## src/rtl/ordered_list_engine_top_assert.svh

```systemverilog
// assertion macros for the ordered list engine
`ifndef ORDERED_LIST_ENGINE_TOP_ASSERT_SVH
`define ORDERED_LIST_ENGINE_TOP_ASSERT_SVH

// property a implies b on the next clock edge
`define OLE_ASSERT_NEXT(label, a, b) \
	label: assert property (@(posedge clk) disable iff (!arst_n) (a) |=> (b)) \
		else $error("ole check failed");

// property a implies b on the same clock edge
`define OLE_ASSERT_SAME(label, a, b) \
	label: assert property (@(posedge clk) disable iff (!arst_n) (a) |-> (b)) \
		else $error("ole check failed");

`endif

```

## src/rtl/ole_pkg.sv

```systemverilog
// ----------------------------------------------------------------------------
// ole_pkg
// types and codes shared by the ordered list engine modules
// ----------------------------------------------------------------------------
package ole_pkg;
	localparam logic [2:0] REQ_INS_FRONT  = 3'd0;
	localparam logic [2:0] REQ_APPEND     = 3'd1;
	localparam logic [2:0] REQ_INS_BEFORE = 3'd2;
	localparam logic [2:0] REQ_DELETE     = 3'd3;
	localparam logic [2:0] REQ_SEARCH     = 3'd4;
	localparam logic [2:0] REQ_DUMP       = 3'd5;

	localparam logic [1:0] ST_OK        = 2'd0;
	localparam logic [1:0] ST_NOT_FOUND = 2'd1;
	localparam logic [1:0] ST_EMPTY     = 2'd2;
	localparam logic [1:0] ST_FULL      = 2'd3;

	typedef struct packed {
		logic [2:0]  req;
		logic [31:0] new_value;
		logic [31:0] target_value;
	} ole_cmd_t;

	typedef enum logic [1:0] {
		BK_IDLE,
		BK_DUMP
	} ole_bk_state_t;
endpackage

```

## src/rtl/ole_front.sv

```systemverilog
// ----------------------------------------------------------------------------
// ole_front
// accepts requests, drops unused codes and queues the rest for the back end
// ----------------------------------------------------------------------------
module ole_front import ole_pkg::*; #(
	parameter int DEPTH = 2
) (
	input  logic        clk,
	input  logic        arst_n,
	input  logic        push,
	input  logic [2:0]  req_type,
	input  logic [31:0] new_value,
	input  logic [31:0] target_value,
	output logic        full,
	output logic        empty,
	input  logic        pop,
	output ole_cmd_t    head
);
	localparam int AW = (DEPTH > 1) ? $clog2(DEPTH) : 1;

	ole_cmd_t       mem_q [DEPTH];
	logic [AW-1:0]  wr_q, rd_q;
	logic [AW:0]    cnt_q;
	logic           keep;

	// unused codes never enter the queue
	assign keep  = push && (req_type <= REQ_DUMP);
	assign full  = (cnt_q == (AW+1)'(DEPTH));
	assign empty = (cnt_q == '0);
	assign head  = mem_q[rd_q];

	always_ff @(posedge clk) begin
		if (keep) begin
			mem_q[wr_q] <= '{req: req_type, new_value: new_value, target_value: target_value};
		end
	end

	always_ff @(posedge clk or negedge arst_n) begin
		if (!arst_n) begin
			wr_q  <= '0;
			rd_q  <= '0;
			cnt_q <= '0;
		end else begin
			if (keep) begin
				wr_q <= (wr_q == AW'(DEPTH-1)) ? '0 : wr_q + 1'b1;
			end
			if (pop) begin
				rd_q <= (rd_q == AW'(DEPTH-1)) ? '0 : rd_q + 1'b1;
			end
			cnt_q <= cnt_q + (AW+1)'(keep) - (AW+1)'(pop);
		end
	end
endmodule

```

## src/rtl/ole_back.sv

```systemverilog
// ----------------------------------------------------------------------------
// ole_back
// row of list cells: parallel compare, shift insert and delete, dump walk
// ----------------------------------------------------------------------------
module ole_back import ole_pkg::*; #(
	parameter int CAPACITY = 16
) (
	input  logic        clk,
	input  logic        arst_n,
	input  logic        cmd_valid,
	input  ole_cmd_t    cmd,
	output logic        cmd_pop,
	output logic        busy,
	output logic        done,
	output logic [1:0]  status,
	output logic [4:0]  position,
	output logic [31:0] entry_value,
	output logic [4:0]  entry_count,
	output logic        last
);
	localparam int IW = $clog2(CAPACITY);
	localparam int CW = $clog2(CAPACITY + 1);

	logic [31:0]   cell_q [CAPACITY];
	logic [CW-1:0] used_q;
	logic [IW-1:0] ptr_q;
	ole_bk_state_t state_q, state_d;

	logic [CAPACITY-1:0] hit;
	logic                found;
	logic [IW-1:0]       hit_idx;
	logic                is_full, is_empty, go;
	logic                do_ins, do_del;
	logic [IW-1:0]       ins_pos;
	logic [CW-1:0]       used_d;

	logic          done_d, last_d;
	logic [1:0]    status_d;
	logic [4:0]    pos_d;
	logic [31:0]   val_d;

	// match vector and first hit
	always_comb begin
		found   = 1'b0;
		hit_idx = '0;
		for (int i = 0; i < CAPACITY; i++) begin
			hit[i] = (CW'(i) < used_q) && (cell_q[i] == cmd.target_value);
			if (hit[i] && !found) begin
				hit_idx = IW'(i);
			end
			found = found | hit[i];
		end
	end

	assign is_full  = (used_q == CW'(CAPACITY));
	assign is_empty = (used_q == '0);
	assign go       = cmd_valid && (state_q == BK_IDLE);

	always_comb begin
		state_d = state_q;
		case (state_q)
			BK_IDLE: begin
				if (go && cmd.req == REQ_DUMP && used_q > CW'(1)) begin
					state_d = BK_DUMP;
				end
			end
			BK_DUMP: begin
				if (CW'(ptr_q) == used_q - CW'(1)) begin
					state_d = BK_IDLE;
				end
			end
			default: state_d = BK_IDLE;
		endcase
	end

	always_comb begin
		do_ins   = 1'b0;
		do_del   = 1'b0;
		ins_pos  = '0;
		done_d   = 1'b0;
		last_d   = 1'b1;
		status_d = ST_OK;
		pos_d    = '0;
		val_d    = '0;
		cmd_pop  = 1'b0;
		case (state_q)
			BK_IDLE: begin
				if (go) begin
					done_d  = 1'b1;
					cmd_pop = 1'b1;
					case (cmd.req)
						REQ_INS_FRONT, REQ_APPEND, REQ_INS_BEFORE: begin
							if (is_full) begin
								status_d = ST_FULL;
							end else if (cmd.req == REQ_INS_FRONT) begin
								do_ins = 1'b1;
							end else if (cmd.req == REQ_APPEND) begin
								do_ins  = 1'b1;
								ins_pos = IW'(used_q);
							end else if (is_empty) begin
								do_ins = 1'b1;
							end else if (!found) begin
								status_d = ST_NOT_FOUND;
							end else begin
								do_ins  = 1'b1;
								ins_pos = hit_idx;
							end
						end
						REQ_DELETE, REQ_SEARCH: begin
							if (is_empty) begin
								status_d = ST_EMPTY;
							end else if (!found) begin
								status_d = ST_NOT_FOUND;
							end else if (cmd.req == REQ_DELETE) begin
								do_del = 1'b1;
							end else begin
								pos_d = 5'(hit_idx) + 5'd1;
							end
						end
						REQ_DUMP: begin
							if (is_empty) begin
								status_d = ST_EMPTY;
							end else begin
								val_d  = cell_q[0];
								last_d = (used_q == CW'(1));
							end
						end
						default: done_d = 1'b0;
					endcase
				end
			end
			BK_DUMP: begin
				done_d = 1'b1;
				val_d  = cell_q[ptr_q];
				last_d = (CW'(ptr_q) == used_q - CW'(1));
			end
			default: ;
		endcase
	end

	always_comb begin
		used_d = used_q;
		if (do_ins) used_d = used_q + CW'(1);
		if (do_del) used_d = used_q - CW'(1);
	end

	// each cell takes its neighbor's value, the new value, or holds
	always_ff @(posedge clk) begin
		for (int i = 0; i < CAPACITY; i++) begin
			if (do_ins) begin
				if (IW'(i) == ins_pos) begin
					cell_q[i] <= cmd.new_value;
				end else if (IW'(i) > ins_pos && i > 0) begin
					cell_q[i] <= cell_q[(i > 0) ? i - 1 : 0];
				end
			end else if (do_del) begin
				if (IW'(i) >= hit_idx && i < CAPACITY - 1) begin
					cell_q[i] <= cell_q[(i < CAPACITY - 1) ? i + 1 : i];
				end
			end
		end
	end

	always_ff @(posedge clk or negedge arst_n) begin
		if (!arst_n) begin
			state_q <= BK_IDLE;
			used_q  <= '0;
			ptr_q   <= '0;
			done    <= 1'b0;
		end else begin
			state_q <= state_d;
			used_q  <= used_d;
			done    <= done_d;
			if (state_q == BK_IDLE) begin
				ptr_q <= IW'(1);
			end else begin
				ptr_q <= ptr_q + IW'(1);
			end
		end
	end

	always_ff @(posedge clk) begin
		status      <= status_d;
		position    <= pos_d;
		entry_value <= val_d;
		entry_count <= 5'(used_d);
		last        <= last_d;
	end

	assign busy = (state_q != BK_IDLE);
endmodule

```

## src/rtl/ordered_list_engine_top.sv

```systemverilog
// ----------------------------------------------------------------------------
// ordered_list_engine_top
// bounded ordered list of signed values with insert, delete, search and dump
// ----------------------------------------------------------------------------
// done is registered once the queue hands a request to an idle back end
// throughput: one transaction per cycle outside dumps; a dump holds the back
// end for each stored entry, and busy rises once the two-entry queue behind it
// fills; reset: list empty, queue empty, no strobe; results cannot be stalled
module ordered_list_engine_top import ole_pkg::*; #(
	parameter int CAPACITY = 16
) (
	input  logic               clk,
	input  logic               arst_n,
	input  logic               start,
	output logic               busy,
	input  logic [2:0]         req_type,
	input  logic signed [31:0] new_value,
	input  logic signed [31:0] target_value,
	output logic               done,
	output logic [1:0]         status,
	output logic [4:0]         position,
	output logic signed [31:0] entry_value,
	output logic [4:0]         entry_count,
	output logic               last
);
	logic     q_full, q_empty, q_pop, bk_busy;
	ole_cmd_t q_head;

	assign busy = q_full;

	ole_front #(.DEPTH(2)) u_front (
		.clk          (clk),
		.arst_n       (arst_n),
		.push         (start && !q_full),
		.req_type     (req_type),
		.new_value    (new_value),
		.target_value (target_value),
		.full         (q_full),
		.empty        (q_empty),
		.pop          (q_pop),
		.head         (q_head)
	);

	ole_back #(.CAPACITY(CAPACITY)) u_back (
		.clk         (clk),
		.arst_n      (arst_n),
		.cmd_valid   (!q_empty),
		.cmd         (q_head),
		.cmd_pop     (q_pop),
		.busy        (bk_busy),
		.done        (done),
		.status      (status),
		.position    (position),
		.entry_value (entry_value),
		.entry_count (entry_count),
		.last        (last)
	);

`include "ordered_list_engine_top_assert.svh"

	`OLE_ASSERT_SAME(a_pop_needs_entry, q_pop, !q_empty)
	`OLE_ASSERT_NEXT(a_pop_gives_result, q_pop, done)
	`OLE_ASSERT_SAME(a_dump_no_pop, bk_busy, !q_pop)
	`OLE_ASSERT_SAME(a_pos_only_ok, done && position != 5'd0, status == ST_OK)
endmodule

```

## config.mk

```make
export PLATFORM = sky130hd
export DESIGN_NAME = ordered_list_engine_top
export DESIGN_NICKNAME = d
export VERILOG_FILES = /design/src/rtl/ole_pkg.sv /design/src/rtl/ole_front.sv /design/src/rtl/ole_back.sv /design/src/rtl/ordered_list_engine_top.sv
export VERILOG_INCLUDE_DIRS = /design/src /design/src/rtl
export SDC_FILE = /design/constraint.sdc
export NUM_CORES = 2
export LEC_CHECK = 0
export BUFFER_PORTS_ARGS = -buffer_cell sky130_fd_sc_hd__buf_2
export CAP_MARGIN = 10
export CORE_MARGIN = 4
export CORE_UTILIZATION = 50
export DETAILED_ROUTE_END_ITERATION = 12
export PLACE_DENSITY = 0.66
export REMOVE_ABC_BUFFERS = 1
export SKIP_LAST_GASP = 1
export SLEW_MARGIN = 15
export SYNTH_ARGS = -nofsm -noshare
export SYNTH_HDL_FRONTEND = slang
export SYNTH_SLANG_ARGS = --single-unit
```

## constraint.sdc

```tcl
create_clock -name clk -period 14.7 [get_ports clk]
set_input_delay 2.94 -clock clk [delete_from_list [all_inputs] [get_ports clk]]
set_output_delay 2.94 -clock clk [all_outputs]
set_load 0.05 [all_outputs]
```

==> PnR_summary.wiki <==
{| class="wikitable"
! Metric !! Value
|-
| Number of global-route vias before repair || between 30,000 and 40,000
|-
| Number of nets in the final layout || between 4,000 and 5,000
|-
| H-tree lvl count || 3
|-
| Data required time at the worst endpoint || roughly 15 ns
|-
| Psw || just over 6 mW
|-
| Final number of setup-violating endpoints || 0
|-
| Power density normalized to cell area || roughly 250 nW/µm²
|-
| CP Capture Type || flop
|-
| Number of iterations in the first detailed-routing pass || 8
|-
| Input/output buffers || 116
|-
| Initial antenna violation count || 8
|-
| Number of gates resized after cts || 0
|-
| Seq/Total Area, Yosys || 45.0%
|-
| Flip-flop cell with the highest count after synthesis || sky130_fd_sc_hd__edfxtp_1
|-
| CTS clock-pin slew for the worst setup and hold paths || 0.07 ns
|-
| Global-route wire length before repair || slightly below 300,000 µm
|-
| Via count of the routed design || 37,100
|-
| Kind of path behind the tightest hold check || flop to flop
|-
| Fill cell instance count of the final layout || a little under 8,000
|-
| Routability congestion estimate || roughly 1.0
|-
| Min setup slack post-route || ~6.7 ns
|-
| Residual antenna-violating net count after detailed routing || 0
|-
| Source-to-sink clock delay at the later pin of the worst-skew pair || approximately 0.69 ns
|-
| Synth-to-layout area growth || 9.63%
|-
| Post-Syn Instances || between 3,000 and 4,000
|-
| Warning count from the yosys run || 0
|-
| Category of the worst setup path launch point || flop
|-
| Max-capacitance violation count || 0
|-
| CTS tree || done
|-
| Top-level port count || between 100 and 150
|-
| Die area || 96,800 µm²
|-
| Total global-route track usage || between 40% and 50%
|-
| Initial cell density of the core || between 50% and 60%
|-
| Clk pwr share || between 10% and 20%
|-
| Num CTS Buffers || between 80 and 90
|-
| Peak supply drop || around 160 µV
|-
| DP Wirelength || 159,000 µm
|-
| RSZ-0062 raised after global routing || false
|-
| Placeable core area || a little over 90,000 µm²
|-
| Maximum number of buffers from clock root to sink || 3
|-
| Via density || a little over 7
|-
| Top library cells by usage in the layout, fill and taps aside || sky130_fd_sc_hd__edfxtp_1, sky130_fd_sc_hd__xnor2_1, sky130_fd_sc_hd__nor2_1, sky130_fd_sc_hd__nand2_1, sky130_fd_sc_hd__a21oi_1
|-
| Crit path DAT || a little over 8 ns
|-
| Classification of the worst setup path || flop to flop
|-
| Internal || between 6 and 7 mW
|-
| Fraction of layout instances using a drive strength above 1 || between 20% and 30%
|-
| Finished layout cell area || 50,400 µm²
|-
| Maximum clock frequency || between 0.1 and 0.15 GHz
|-
| Comb power frac || between 50% and 60%
|-
| Number of hold-slack violations in the final timing report || 0
|-
| Static power due to leakage || ~17 nW
|-
| Cell area after placement || 47,600 µm²
|-
| Row Count || between 100 and 150
|-
| Iteration-0 DRC Markers || about 6,000
|-
| Distinct cell type count of the synthesized netlist || 87
|-
| Most common library cell in the layout ignoring fill and taps || sky130_fd_sc_hd__edfxtp_1
|-
| CTS Root Buffer Type || sky130_fd_sc_hd__clkbuf_16
|-
| Post-detailed-route wirelength per cell || 40.5 µm
|-
| Net Sw Frac || a little under half
|-
| Share of the core filled with cells in the final layout || a little under three fifths
|-
| Post-CTS setup buffer count || 0
|-
| Actual transition at the worst max-transition pin || roughly 1.3 ns
|-
| FF+latch count, synth || 706
|-
| Number of enable flip-flop cells after synthesis || about 650
|-
| DR DRC count || 0
|-
| Async set-reset flop share out of synthesis || ~2.1%
|-
| Average instance area after synthesis || approximately 12 µm²
|-
| Post-placement setup slack || 6.93 ns
|-
| Post-synthesis instance area || roughly 46,000 µm²
|-
| Total length of routed wires || 212,000 µm
|-
| Worst-case clock skew || 0.0290 ns
|-
| Outcome || finished, final reports clean
|-
| Post-route fraction of the period consumed by the critical path || between 50% and 60%
|-
| Total power || 12.8 mW
|-
| Largest net degree at the start of global routing || 66
|-
| Sequential share of power || 30.9%
|-
| Die X-Extent || roughly 310 µm
|-
| Die Ht || 311 µm
|-
| Overflow left after global routing || 0
|-
| Clock Sinks || 706
|-
| Maximum fanout count along the critical path || 54
|-
| Minimum clock period || between 7 and 8 ns
|-
| Hold_buf cts || 0
|-
| Number of max-slew violations in the final report || 0
|-
| Worst slew margin relative to its limit || between 7 and 8%
|-
| Final Hold Slack || between 0.5 and 0.6 ns
|}
[metal layers]
| layer | global-route usage [%] | routed length [µm] | up-vias |
|---|---|---|---|
| li1 | - | - | 15000 |
| met1 | 53.8 | 75900 | 18400 |
| met2 | 63.5 | 90900 | 3060 |
| met3 | 12.3 | 26400 | 643 |
| met4 | 29.0 | 18300 | 4 |
| met5 | 0 | 27 | - |
[Yosys cell counts (8+ instances only)]
cell type,n,area [µm²]
sky130_fd_sc_hd__mux2_2,186,2090
sky130_fd_sc_hd__mux2_1,67,754
sky130_fd_sc_hd__mux2i_1,204,2040
sky130_fd_sc_hd__a211oi_2,17,213
sky130_fd_sc_hd__nor4_1,203,1270
sky130_fd_sc_hd__nor4_2,9,113
sky130_fd_sc_hd__nand4_1,44,275
sky130_fd_sc_hd__dfxtp_1,45,901
sky130_fd_sc_hd__buf_2,41,205
sky130_fd_sc_hd__o21ai_1,81,405
sky130_fd_sc_hd__a21oi_1,209,1050
sky130_fd_sc_hd__ha_1,10,125
sky130_fd_sc_hd__xor2_1,8,70.1
sky130_fd_sc_hd__and3_1,9,56.3
sky130_fd_sc_hd__buf_6,25,282
sky130_fd_sc_hd__nand3b_1,8,60.1
sky130_fd_sc_hd__mux4_2,160,3600
sky130_fd_sc_hd__mux2_4,27,405
sky130_fd_sc_hd__buf_1,19,71.3
sky130_fd_sc_hd__nand2_1,266,998
sky130_fd_sc_hd__nor2_1,344,1290
sky130_fd_sc_hd__mux2i_4,25,563
sky130_fd_sc_hd__nor3_1,46,230
sky130_fd_sc_hd__buf_4,45,338
sky130_fd_sc_hd__o22ai_1,38,238
sky130_fd_sc_hd__a211oi_1,10,75.1
sky130_fd_sc_hd__or3_1,16,100
sky130_fd_sc_hd__a22o_1,63,552
sky130_fd_sc_hd__and2_1,12,75.1
sky130_fd_sc_hd__clkbuf_1,161,604
sky130_fd_sc_hd__dfrtp_1,15,375
sky130_fd_sc_hd__edfxtp_1,646,19400
sky130_fd_sc_hd__xnor2_1,520,4550
sky130_fd_sc_hd__inv_1,51,191
sky130_fd_sc_hd__a21o_1,36,270
sky130_fd_sc_hd__a221o_1,32,320
sky130_fd_sc_hd__o21ai_0,121,606
sky130_fd_sc_hd__nand3_1,43,215
[state kept, by name (all words and copies together) (netlist names), 4 cells and up]
name                cells
u_back.position         5
u_back.used_q           5
u_back.entry_value     32
u_back.ptr_q            4
u_back.entry_count      5
u_front.mem_q         134
u_back.cell_q         512
[worst paths after layout]
kind                                       startpoint                        endpoint  slack (ns)  depth (start not counted)
max                          u_front.rd_q$_DFFE_PN0P_  u_back.cell_q[6][22]$_DFFE_PP_        6.74                         12
min                        u_front.cnt_q[1]$_DFF_PN0_      u_front.cnt_q[1]$_DFF_PN0_        0.51                          1
max reg2reg                  u_front.rd_q$_DFFE_PN0P_  u_back.cell_q[6][22]$_DFFE_PP_        6.74                         12
min reg2reg                u_front.cnt_q[1]$_DFF_PN0_      u_front.cnt_q[1]$_DFF_PN0_        0.51                          1
max in group asynchronous                      arst_n       u_back.ptr_q[1]$_DFF_PN0_       12.02                          1
min in group asynchronous                      arst_n        u_front.rd_q$_DFFE_PN0P_        2.25                          1
[worst max-delay path, stage by stage, from the launching register on]
cell and delay [ns]:
sky130_fd_sc_hd__dfrtp_4 0.64, sky130_fd_sc_hd__buf_12 0.47, sky130_fd_sc_hd__mux2i_4 1.00, sky130_fd_sc_hd__xnor2_1 0.26, sky130_fd_sc_hd__nor4_1 0.10, sky130_fd_sc_hd__nand4_1 0.14
sky130_fd_sc_hd__nor3_1 0.11, sky130_fd_sc_hd__nor4_4 0.87, sky130_fd_sc_hd__nand4_1 0.93, sky130_fd_sc_hd__a221oi_2 0.70, sky130_fd_sc_hd__o21bai_1 0.19, sky130_fd_sc_hd__o21ai_4 0.85
sky130_fd_sc_hd__nand2b_2 0.91
[cell families after synthesis]
family                     after synthesis  share of synthesized area, %
xor gates and xnor gates               528                          10.1
buffers and inverters                  345                          3.78
DFF                                    706                          45.0
and+or+nand+nor                       1042                          11.0
adders and majority gates               10                         0.272
muxes                                  669                          20.6
AOI/OAI and AO/OA                      665                          9.33
[power groups by stage]
stage	sequential [mW]	combinational (mW)	clock (mW)
global placement	3.92	6.43	0
floorplan	3.90	3.82	0
detailed placement	3.92	6.44	0
finish	3.95	6.69	2.16
CTS	3.88	6.47	2.16
global route	3.94	6.84	2.25
[area by class of cell]
| type | instances | area [µm²] | area share (%) |
|---|---|---|---|
| sequential | 706 | 20700 | 41.1 |
| tap | 1176 | 1470 | 2.92 |
| inverter | 52 | 195 | 0.387 |
| clock inverter | 46 | 527 | 1.05 |
| timing repair buffer | 218 | 1360 | 2.70 |
| antenna | 1 | 2.50 | 0.00497 |
| clock buffer | 109 | 2280 | 4.52 |
| multi-input combinational | 2914 | 23900 | 47.4 |
[stage by stage]
stage	cells	setup TNS [ns]
5_1_grt	5221	0
2_1_floorplan	3672	-32.99
4_1_cts	5221	0
3_5_place_dp	5066	0
6_report	5222	0
3_3_place_gp	5066	0
Note: power is estimated with default switching activity, not from simulation.
